[config.mk]
export PLATFORM = sky130hd
export DESIGN_NAME = btba_ram
export DESIGN_NICKNAME = d
export VERILOG_FILES = /design/src/btba_ram.sv
export SDC_FILE = /design/constraint.sdc
export NUM_CORES = 1
export LEC_CHECK = 0
export ABC_AREA = 1
export BUFFER_PORTS_ARGS = -buffer_cell sky130_fd_sc_hd__buf_2
export CAP_MARGIN = 25
export CORE_ASPECT_RATIO = 1.5
export CORE_MARGIN = 5
export CORE_UTILIZATION = 54
export CTS_BUF_LIST = sky130_fd_sc_hd__clkbuf_8
export DETAILED_ROUTE_END_ITERATION = 10
export PLACE_DENSITY = 0.83
export SETUP_SLACK_MARGIN = 0.02
export SLEW_MARGIN = 20
export SYNTH_ARGS = -nofsm -noshare
export SYNTH_HDL_FRONTEND = slang
export SYNTH_SLANG_ARGS = --single-unit
[constraint.sdc]
create_clock -name i_clk -period 1.2 [get_ports i_clk]
set_clock_uncertainty 0.1 [all_clocks]
set_input_delay 0.06 -clock i_clk [delete_from_list [all_inputs] [get_ports i_clk]]
set_output_delay 0.06 -clock i_clk [all_outputs]
set_load 0.01 [all_outputs]
[src/btba_ram.sv]
// ----------------------------------------------------------------------------
// btba_ram
// Simple dual-port RAM, one write and one read port, registered read data.
// ----------------------------------------------------------------------------
module btba_ram #(
    parameter int WIDTH = 8,
    parameter int DEPTH = 16
) (
    input  logic                     i_clk,
    input  logic                     i_we,
    input  logic [$clog2(DEPTH)-1:0] i_waddr,
    input  logic [WIDTH-1:0]         i_wdata,
    input  logic [$clog2(DEPTH)-1:0] i_raddr,
    output logic [WIDTH-1:0]         o_rdata
);

    logic [WIDTH-1:0] r_mem [DEPTH];

    always_ff @(posedge i_clk) begin
        o_rdata <= r_mem[i_raddr];
        if (i_we) begin
            r_mem[i_waddr] <= i_wdata;
        end
    end

endmodule

# Word level (Yosys, flattened, before mapping)
# Memories as Yosys holds them, arrays and structs flattened. A register that Yosys moved wholly into a read port is not among the register bits.
# Cells that the tools add are included.
word_totals:
  ram_bits: 128
  inputBits: 18
  n_memories: 1
  register_bits: 0
memory_table:
  columns: ["memory", "words", "width", "read_ports", "rd_clocked_by_memory_dff", "wr", "line", "rtl"]
  rows:
  - ["r_mem", 16, 8, 1, 1, 1, "17", "logic [WIDTH-1:0] r_mem [DEPTH];"]
classes:
  n_mux: 2
ops:
  columns: ["op", "n"]
  rows:
  - ["2-to-1 mux 1 bit", 2]

# Depth between registers and ports, before layout
# Gate-level depths: netlist of run 1.
depth:
  ltp_word: 2
  mapped_depth: 8
  ltp_nobuf: 7

# Worst setup path before layout of run 1
# OpenSTA, ideal clock, no wires.
synth_path:
  path_kind: "input-to-reg"
  from: "input port i_waddr[3]"
  to: "memory r_mem[4][0] (enable)"
  path_stages: 2
  slack_ns: 0.089
  n_path_buf: 0
  t_arrival_ns: 0.641
  cell_sequence: "nand3b_1 > nor2_1"
synth_rtl:
  columns: ["item", "line", "rtl"]
  rows:
  - ["from (decl)", "11", "input logic [$clog2(DEPTH)-1:0] i_waddr,"]
  - ["to (decl)", "17", null]
# Straight into the memory's write port.

==> results of run 1 <==
tightest hold or removal path, stage by stage:
cell,delay (ns)
buf_2,0.11
buf_4,0.21
nand2_1,0.07
nand3_1,0.06
nand3_1,0.06
nand2_1,0.06
power by group:
| group | total [uW] | switching [uW] | internal, uW | leakage [uW] |
|---|---|---|---|---|
| sequential | 5340 | 31.9 | 5300 | 0.00122 |
| clock | 3460 | 1790 | 1660 | 0.000175 |
| combinational | 711 | 469 | 243 | 0.00151 |
| total | 9500 | 2290 | 7210 | 0.00291 |
stage by stage:
| step | utilization [%] | std cells | power [uW] |
|---|---|---|---|
| floorplan | - | 551 | 5820 |
| global placement | 58.5 | 724 | 6090 |
| detailed placement | 58.5 | 724 | 6110 |
| CTS | 63.1 | 766 | 9530 |
| global route | 63.4 | 766 | 9890 |
| finish | 63.4 | 766 | 9500 |
area by class of cell:
type / instances / area (um^2)
well taps: 144 / 180
clock buffers: 17 / 234
flip-flops and latches: 136 / 4000
fillers: 781 / 3860
multi-input cells: 289 / 1240
repair buffers: 63 / 485
clock inverters: 15 / 146
inverters: 102 / 383
flip-flops by register name, indices dropped and copies added (netlist names):
signal   flops
r_mem      128
o_rdata      8
cells in the mapped netlist:
cell type,instances
buf_1,1
inv_1,100
nor2_1,17
nand3b_1,2
buf_2,13
buf_6,6
dfxtp_1,8
inv_2,2
edfxtp_1,128
nand2_1,173
nand3_1,97
buf_4,4
kinds of logic (layout without fill, tap and decap cells):
logic type,count (synthesis),in the layout,share of synthesized area [%]
DFF,136,136,69.4
and+or+nand+nor,289,289,21.0
buffers and inverters,126,197,9.52
timing repair:
action,in CTS,in global routing
endpoints found under the setup margin,0,4
resized for setup,0,6
hold buffers,10,0
endpoints found under the hold margin,136,0
final timing paths:
check / from / endpoint / depth (start not counted)
max: r_mem[13][0] / o_rdata[0] / 6
min reg2reg: r_mem[14][4] / o_rdata[4] / 6
min: i_raddr[1] / o_rdata[6] / 6
max reg2reg: r_mem[13][0] / o_rdata[0] / 6
routing by layer:
metal  routed length [um]  global-route usage [%]  vias to the layer above
li1                     -                       -                     1889
met1                 4380                    22.9                     1835
met2                 6570                    36.5                      174
met3                  710                    4.29                       36
met4                  571                    13.9                        0
met5                    0                       0                        -
==> metrics.yaml, run 1 <==
outcome: "finished clean"
cp_data_required_time_ns: 1.43
worst_skew_pair.late_latency_ns: 0.45
yosysWarnings: 0
ys_seq_elements: 136
place_congestion: 0.909
first_pass_iters: 5
cts_inserted_buffers: 17
area_growth_pct: 15.8
setup_tns_ns: 0
powerDensity_nw_per_um2: 1420
wire_per_inst_um: 16.0
hold_viol: 0
cts_num_sinks: 136
arrival_ns: 1.38
worst_slew_pin_slew_ns: 0.394
critical_path.slowest_cell: "edfxtp_1"
vias: 3934
whs_ns: 0.114
dpl_worst_slack_ns: -0.0456
worstSetupPathType: "register to register"
clk_pin_slew_ns: 0.09
maxClockFrequency_mhz: 873
period_share_pct: 95.4
die_y_um: 137
grt_pass1_vias: 3806
syn-num-nets: 569
maxCapViolCount: 0
ys_top_cells_by_area: "edfxtp_1 (67%), nand2_1 (11%), nand3_1 (8.4%)"
place_area_um2: 6170
vdd_drop_max_uv: 775
cts_setup_buffers: 0
synth_cells: 551
grt.overflow.total: 0
grt_pass1_wl_mm: 19.2
rrSetupSlack_ns: 0.05
cts_max_path_buffers: 2
vias_per_cell: 5.14
critPathLaunchType: "register"
start_util_pct: 54.8
fin_crit_ns: 1.15
core_area_um2: 10500
fin_nets: 627
holdCritPathClass: "primary input to register"
synthesis.area_um2: 5770
cts_tree: "done"
route.detailed.drc: 0
synth_top_cell_by_area: "edfxtp_1"
final_common_cell: "nand2_1"
crit_path_end_kind: "register"
numPortBuffers: 25
cp_cell_sequence: "inv_1 > nand2_1 > nand3_1 > nand3_2 > nand3_1 > nand2_1"
finalWirelength_mm: 12.2
leakagePower_uw: 0.00291
seq_area_frac_synth_pct: 69.4
ant_nets: 0
insertedDiodeCount: 0
setup_viol: 0
grt_use_total_pct: 21.0
antenna_found_initial: 0
die_x_um: 94.4
cpPeakStageDelay_ns: 0.38
io_pins: 26
final-max-slew-violation-count: 0
rsz0062_at_grt: "no"
grt_max_degree: 33
rows: 46
final_cell_mix: "nand2_1 (173), edfxtp_1 (128), inv_1 (100)"
drive_above_1_share_pct: 15.0
initialDrtViolationCount: 324
final_area_um2: 6680
cts_max_level: 4
maxSlewHeadroom_pct: 73.7
syn_avg_cell_area_um2: 10.5
hpwl_mm: 8.10
crit_fanout: 1
crit_family: "simple AND/OR/NAND/NOR gates"
root_buffer: "clkbuf_8"
synth.top_cell.area_share_pct: 66.7
path_buf_inv: 1
yosysUniqueCellTypes: 12
worst_slack_ns: 0.0546
dieArea_um2: 12900
(Power assumes the default switching activity.)
==> run 2: changes to the inputs <==
- ABC_AREA: 1 -> not set
==> run 2 against run 1 <==
  * The run now ends with negative setup slack left
  * Synthesized cell count down 58%
  * Worst setup slack got worse by 0.23 ns
  * Maximum frequency is 17% lower
  * Sequential cell count unchanged
  * Critical endpoint is now o_rdata[5]
  * Largest cell class unchanged
  * Highest routed layer unchanged
==> metrics.yaml, run 2 <==
critPathLaunchType: "register"  # unchanged
grt_use_met1_pct: 19.2  # was 22.9%
grt.overflow.total: 0  # unchanged
maxClockFrequency_mhz: 725  # was 873 MHz
grt_max_degree: 17  # was 33
outcome: "complete, but fails checks"  # was finished clean
whs_ns: 0.0702  # was 0.114 ns
route.detailed.drc: 0  # unchanged
powerDensity_nw_per_um2: 1560  # was 1420 nW/um^2
vias: 2511  # was 3934
multi_input_area_um2: 1110  # was 1240 um^2
final_area_um2: 6120  # was 6680 um^2
violations: "negative setup slack"
rrSetupSlack_ns: -0.18  # was 0.05 ns
use_met2_pct: 35.1  # was 36.5%
initialDrtViolationCount: 221  # was 324
nFillCells: 590  # was 781
arrival_ns: 1.59  # was 1.38 ns
worstSetupPathType: "register to register"  # unchanged
ys_seq_elements: 136  # unchanged
setup_viol: 8  # was 0
maxSlewHeadroom_pct: 31.5  # was 73.7%
antenna_found_initial: 0  # unchanged
fin_crit_ns: 1.38  # was 1.15 ns
fin_nets: 317  # was 627
placed_cells: 384  # was 724
period_share_pct: 115  # was 95.4%
ys_top_cells_by_area: "edfxtp_1 (75%), mux4_2 (7.9%), mux4_1 (7.1%)"  # was edfxtp_1 (67%), nand2_1 (11%), nand3_1 (8.4%)
drive_above_1_share_pct: 42.3  # was 15.0%
synthArstFlopShare_pct: 0  # unchanged
place_area_um2: 5600  # was 6170 um^2
seq_area_um2: 4000  # unchanged
cts_setup_buffers: 0  # unchanged
synth_cells: 229  # was 551
wire_per_inst_um: 23.5  # was 16.0 um
cts_inserted_buffers: 17  # unchanged
core_area_um2: 9310  # was 10500 um^2
rsz0062_at_grt: "yes"  # was no
clk_pin_slew_ns: 0.08  # was 0.09 ns
leakagePower_uw: 0.00204  # was 0.00291 uW
crit_fanout: 1  # unchanged
hpwl_mm: 6.46  # was 8.10 mm
p_int_uw: 7600  # was 7210 uW
die_x_um: 89.7  # was 94.4 um
root_buffer: "clkbuf_8"  # unchanged
grt_pass1_wl_mm: 15.6  # was 19.2 mm
synth.cells.most_frequent: "edfxtp_1 (128), mux4_2 (18), a22oi_1 (16)"  # was nand2_1 (173), edfxtp_1 (128), inv_1 (100)
finalWirelength_mm: 9.95  # was 12.2 mm
rows: 43  # was 46
instances_no_fill: 424  # was 766
holdCritPathClass: "primary input to register"  # unchanged
p_seq_share_pct: 55.8  # was 56.1%
die_y_um: 130  # was 137 um
largest-register: "r_mem"  # unchanged
area_growth_pct: 19.0  # was 15.8%
cts_max_level: 4  # unchanged
switching_power_uw: 1970  # was 2290 uW
cp_data_required_time_ns: 1.41  # was 1.43 ns
worst_skew_pair.late_latency_ns: 0.42  # was 0.45 ns
syn_avg_cell_area_um2: 22.5  # was 10.5 um^2
cts_num_sinks: 136  # unchanged
maxCapViolCount: 0  # unchanged
hold_viol: 0  # unchanged
grt-busiest-layer: "met2"  # unchanged
cts_max_path_buffers: 2  # unchanged
place_congestion: 0.786  # was 0.909
share_comb_of_total_power_pct: 6.2  # was 7.5%
crit_path_end_kind: "register"  # unchanged
start_util_pct: 55.3  # was 54.8%
timing.rr.start: "r_mem[0][5]"  # was r_mem[13][0]
vias_per_cell: 5.92  # was 5.14
yosysWarnings: 0  # unchanged
final_common_cell: "edfxtp_1"  # was nand2_1
worst_slack_ns: -0.180  # was 0.0546 ns
synth_most_common_cell: "edfxtp_1"  # was nand2_1
cp-startpoint: "r_mem[0][5]"  # was r_mem[13][0]
regToRegEndpoint: "o_rdata[5]"  # was o_rdata[0]
synth_edf_count: 128  # unchanged
clock_power_share_pct: 38.0  # was 36.4%
synthesis.area_um2: 5150  # was 5770 um^2
grtUsageMet3_pct: 4.76  # was 4.29%
numPortBuffers: 25  # unchanged
final_cell_mix: "edfxtp_1 (128), mux4_2 (32), buf_2 (25)"  # was nand2_1 (173), edfxtp_1 (128), inv_1 (100)
syn-num-nets: 247  # was 569
io_pins: 26  # unchanged
endpoint: "o_rdata[5]"  # was o_rdata[0]
synth.top_cell.area_share_pct: 74.7  # was 66.7%
grt_pass1_vias: 2778  # was 3806
ant_nets: 0  # unchanged
rr_worst_depth: 3  # was 6
dpl_worst_slack_ns: -0.296  # was -0.0456 ns
vdd_drop_max_uv: 1110  # was 775 uV
largest_register_ffs: 128  # unchanged
insertedDiodeCount: 0  # unchanged
seq_area_frac_synth_pct: 77.8  # was 69.4%
dieArea_um2: 11600  # was 12900 um^2
worst_slew_pin_slew_ns: 1.02  # was 0.394 ns
grt_use_total_pct: 18.5  # was 21.0%
cts_tree: "done"  # unchanged
reg.largest.list: "r_mem: 128 flops, o_rdata: 8 flops"  # unchanged
final-max-slew-violation-count: 0  # unchanged
swShare_pct: 20.6  # was 24.1%
ys.flop_type: "edfxtp_1"  # unchanged
synth_top_cell_by_area: "edfxtp_1"  # unchanged
first_pass_iters: 4  # was 5
yosysUniqueCellTypes: 19  # was 12
==> run 2: layer usage <==
metal | wire (um) | part of all wire (%) | vias to the layer above
li1 | - | - | 1102
met1 | 3410 | 34 | 1289
met2 | 5800 | 58 | 106
met3 | 579 | 5.8 | 14
met4 | 167 | 1.7 | 0
met5 | 0 | 0 | -
==> run 2: layout make-up <==
class | instances | area share, %
flip-flops and latches | 136 | 65.4
repair buffers | 61 | 7.81
clock inverters | 15 | 2.64
well taps | 112 | 2.29
clock buffers | 17 | 3.82
multi-input cells | 83 | 18.1
==> run 2: logic make-up after synthesis <==
group                  share of synthesized area [%]
AOI/OAI and AO/OA                               2.33
and+or+nand+nor                                 3.18
buffers and inverters                           1.68
muxes                                           15.0
DFF                                             77.8
==> run 2: through the flow <==
| stage | TNS, ns | utilization (%) | power (uW) |
|---|---|---|---|
| 6_report | -1.28 | 65.8 | 9570 |
| 5_1_grt | -1.53 | 65.8 | 9930 |
| 4_1_cts | -1.23 | 65.8 | 9630 |
| 3_5_place_dp | -15.80 | 60.1 | 5990 |
| 3_3_place_gp | -12.40 | 60.1 | 5970 |
| 2_1_floorplan | -0.960 | - | 5750 |
==> run 2: worst min path at each step <==
stage,from,to,slack (ns),depth (start not counted)
floorplan,i_wdata[0],r_mem[0][0],0.06,0
global placement,i_wdata[5],r_mem[7][5],0.34,1
detailed placement,i_wdata[5],r_mem[6][5],0.36,1
CTS,i_waddr[1],r_mem[0][4],0.04,3
global route,i_waddr[1],r_mem[0][0],0.06,3
finish,i_waddr[1],r_mem[0][3],0.07,3
==> run 2: critical path, cell delays in order, from the launching register on <==
cell and delay [ns]:
edfxtp_1 0.40, mux4_2 0.48, a22oi_2 0.22, nand2_1 0.08
==> run 2: what timing repair did <==
item / 4_1_cts / 5_1_grt
gates resized for setup: 10 / 0
hold buffers: 8 / 0
pin swaps: 5 / 2
endpoints found under the setup margin: 8 / 8
endpoints found under the hold margin: 128 / 0
==> run 2: power groups by stage <==
| stage | Combinational [uW] | Clock [uW] | Sequential [uW] |
|---|---|---|---|
| after global routing | 640 | 3950 | 5340 |
| after detailed placement | 551 | 0 | 5440 |
| after CTS | 602 | 3690 | 5340 |
| after global placement | 530 | 0 | 5440 |
| final | 597 | 3630 | 5340 |
| after floorplan | 303 | 0 | 5450 |
==> run 3: changes to the inputs <==
- CORE_MARGIN: 5 -> 1.5
==> run 3 against run 2 <==
  * The run still ends with negative setup slack left
  * Cell count up 1.2%
  * Cell area rose by 0.18%
  * Core utilization increased by 0.50 points
  * Worst hold slack worse by 0.024 ns
  * Via count increased by 0.88%
  * First-iteration DRC count up 18%
  * Global-route usage is 3.7 points higher
  * Critical path type unchanged
  * Critical endpoint is now o_rdata[4]
  * Largest cell class unchanged
==> metrics.yaml, run 3 (same netlist as run 2, synthesis figures left out) <==
swShare_pct: 21.7  # was 20.6%
largest_register_ffs: 128  # unchanged
worst_skew_pair.late_latency_ns: 0.44  # was 0.42 ns
nFillCells: 564  # was 590
cp_data_required_time_ns: 1.43  # was 1.41 ns
cts_tree: "done"  # unchanged
final_common_cell: "edfxtp_1"  # unchanged
route.detailed.drc: 0  # unchanged
initialDrtViolationCount: 260  # was 221
clk_pin_slew_ns: 0.07  # was 0.08 ns
hpwl_mm: 6.43  # was 6.46 mm
core_area_um2: 9250  # was 9310 um^2
numPortBuffers: 25  # unchanged
crit_path_end_kind: "register"  # unchanged
final_cell_mix: "edfxtp_1 (128), mux4_2 (32), buf_4 (27)"  # was edfxtp_1 (128), mux4_2 (32), buf_2 (25)
regToRegEndpoint: "o_rdata[4]"  # was o_rdata[5]
violations: "negative setup slack"  # unchanged
die_y_um: 123  # was 130 um
share_comb_of_total_power_pct: 6.6  # was 6.2%
worst_slack_ns: -0.164  # was -0.180 ns
vias_per_cell: 5.90  # was 5.92
fin_nets: 322  # was 317
cts_max_path_buffers: 2  # unchanged
setup_tns_ns: -1.11  # was -1.28 ns
holdCritPathClass: "primary input to register"  # unchanged
grt.overflow.total: 0  # unchanged
die_x_um: 82.7  # was 89.7 um
ant_nets: 0  # unchanged
antenna_found_initial: 0  # unchanged
dpl_worst_slack_ns: -0.351  # was -0.296 ns
cts_setup_buffers: 0  # unchanged
fin_crit_ns: 1.36  # was 1.38 ns
vias: 2533  # was 2511
period_share_pct: 114  # was 115%
crit_fanout: 1  # unchanged
finalWirelength_mm: 9.61  # was 9.95 mm
cts_num_sinks: 136  # unchanged
grt_pass1_wl_mm: 14.8  # was 15.6 mm
rrSetupSlack_ns: -0.16  # was -0.18 ns
rsz0062_at_grt: "yes"  # unchanged
maxClockFrequency_mhz: 733  # was 725 MHz
critPathLaunchType: "register"  # unchanged
leakagePower_uw: 0.00203  # was 0.00204 uW
p_seq_share_pct: 58.2  # was 55.8%
insertedDiodeCount: 0  # unchanged
maxSlewHeadroom_pct: 39.9  # was 31.5%
outcome: "complete, but fails checks"  # unchanged
hold_viol: 0  # unchanged
final-max-slew-violation-count: 0  # unchanged
dieArea_um2: 10100  # was 11600 um^2
grt_use_total_pct: 22.2  # was 18.5%
cts_inserted_buffers: 17  # unchanged
maxCapViolCount: 0  # unchanged
worst_slew_pin_slew_ns: 0.899  # was 1.02 ns
reg.largest.list: "r_mem: 128 flops, o_rdata: 8 flops"  # unchanged
grt_pass1_vias: 2668  # was 2778
setup_viol: 8  # unchanged
wire_per_inst_um: 22.4  # was 23.5 um
hold-path-endpoint: "r_mem[2][2]"  # was r_mem[0][3]
area_growth_pct: 19.2  # was 19.0%
io_pins: 26  # unchanged
start_util_pct: 55.6  # was 55.3%
min_path_cells: 3  # unchanged
timing.rr.start: "r_mem[7][4]"  # was r_mem[0][5]
drive_above_1_share_pct: 43.5  # was 42.3%
vdd_drop_max_uv: 1050  # was 1110 uV
first_pass_iters: 4  # unchanged
cts_max_level: 4  # unchanged
cp-startpoint: "r_mem[7][4]"  # was r_mem[0][5]
root_buffer: "clkbuf_8"  # unchanged
powerDensity_nw_per_um2: 1500  # was 1560 nW/um^2
worstSetupPathType: "register to register"  # unchanged
clock_power_share_pct: 35.2  # was 38.0%
arrival_ns: 1.59  # about the same
switching_power_uw: 1990  # was 1970 uW
place_congestion: 0.812  # was 0.786
min_from: "i_waddr[3]"  # was i_waddr[1]
rows: 43  # unchanged
p_int_uw: 7180  # was 7600 uW
rr_worst_depth: 3  # unchanged
grt_max_degree: 17  # unchanged
largest-register: "r_mem"  # unchanged
[run 3: cell count changes in the layout (fill, tap and decap cells not counted), sizes merged]
cell,before,now
buf,53,58
bufinv,3,1
clkinv,8,7
clkinvlp,3,7
inv,1,0
[run 3: cell type report]
class                   count  area, um^2  share of cell area [%]
clock buffers              17         234                    3.81
multi-input cells          83        1120                    18.2
well taps                 112         140                    2.28
repair buffers             66         528                    8.61
flip-flops and latches    136        4000                    65.3
clock inverters            15         113                    1.84
[run 3: worst max-delay path by stage]
| stage | cells past startpoint | end |
|---|---|---|
| 2_1_floorplan | 2 | r_mem[0][0] |
| 3_3_place_gp | 5 | o_rdata[1] |
| 3_5_place_dp | 5 | o_rdata[1] |
| 4_1_cts | 3 | o_rdata[4] |
| 5_1_grt | 3 | o_rdata[5] |
| 6_report | 3 | o_rdata[4] |
[run 3: stage by stage]
step / hold slack, ns / power (uW) / util [%] / std cells / area, um^2
floorplan: 0.0589 / 5750 / - / 229 / 5180
global placement: 0.337 / 5980 / 61.0 / 389 / 5650
detailed placement: 0.352 / 6010 / 61.0 / 389 / 5650
CTS: 0.0273 / 9240 / 65.9 / 429 / 6090
global route: 0.0450 / 9510 / 66.3 / 429 / 6130
finish: 0.0464 / 9170 / 66.3 / 429 / 6130
[run 3: critical path, stage by stage, from the launching register on]
cell and delay, ns:
edfxtp_1 0.39, mux4_2 0.51, a22oi_2 0.17, nand2_1 0.08
[run 3: repair_timing]
action	CTS	global route
resized for setup	4	8
endpoints found under the setup margin	8	8
hold buffers	8	0
gates cloned	0	0
pin swaps	1	3
endpoints found under the hold margin	128	0
[run 3: metal layers]
metal / up-vias / GRT usage (%) / part of all wire (%) / wire length (um)
met5: - / 0 / 0 / 0
met4: 0 / 14.6 / 3.2 / 310
met3: 23 / 7.81 / 7.2 / 689
met2: 120 / 34.0 / 55 / 5240
met1: 1276 / 26.3 / 35 / 3370
li1: 1114 / - / - / -
[run 3: power by group through the flow]
| stage | logic (uW) | clock network [uW] | registers [uW] |
|---|---|---|---|
| 5_1_grt | 660 | 3500 | 5350 |
| 2_1_floorplan | 303 | 0 | 5450 |
| 3_5_place_dp | 562 | 0 | 5440 |
| 3_3_place_gp | 544 | 0 | 5440 |
| 6_report | 607 | 3220 | 5340 |
| 4_1_cts | 593 | 3300 | 5340 |
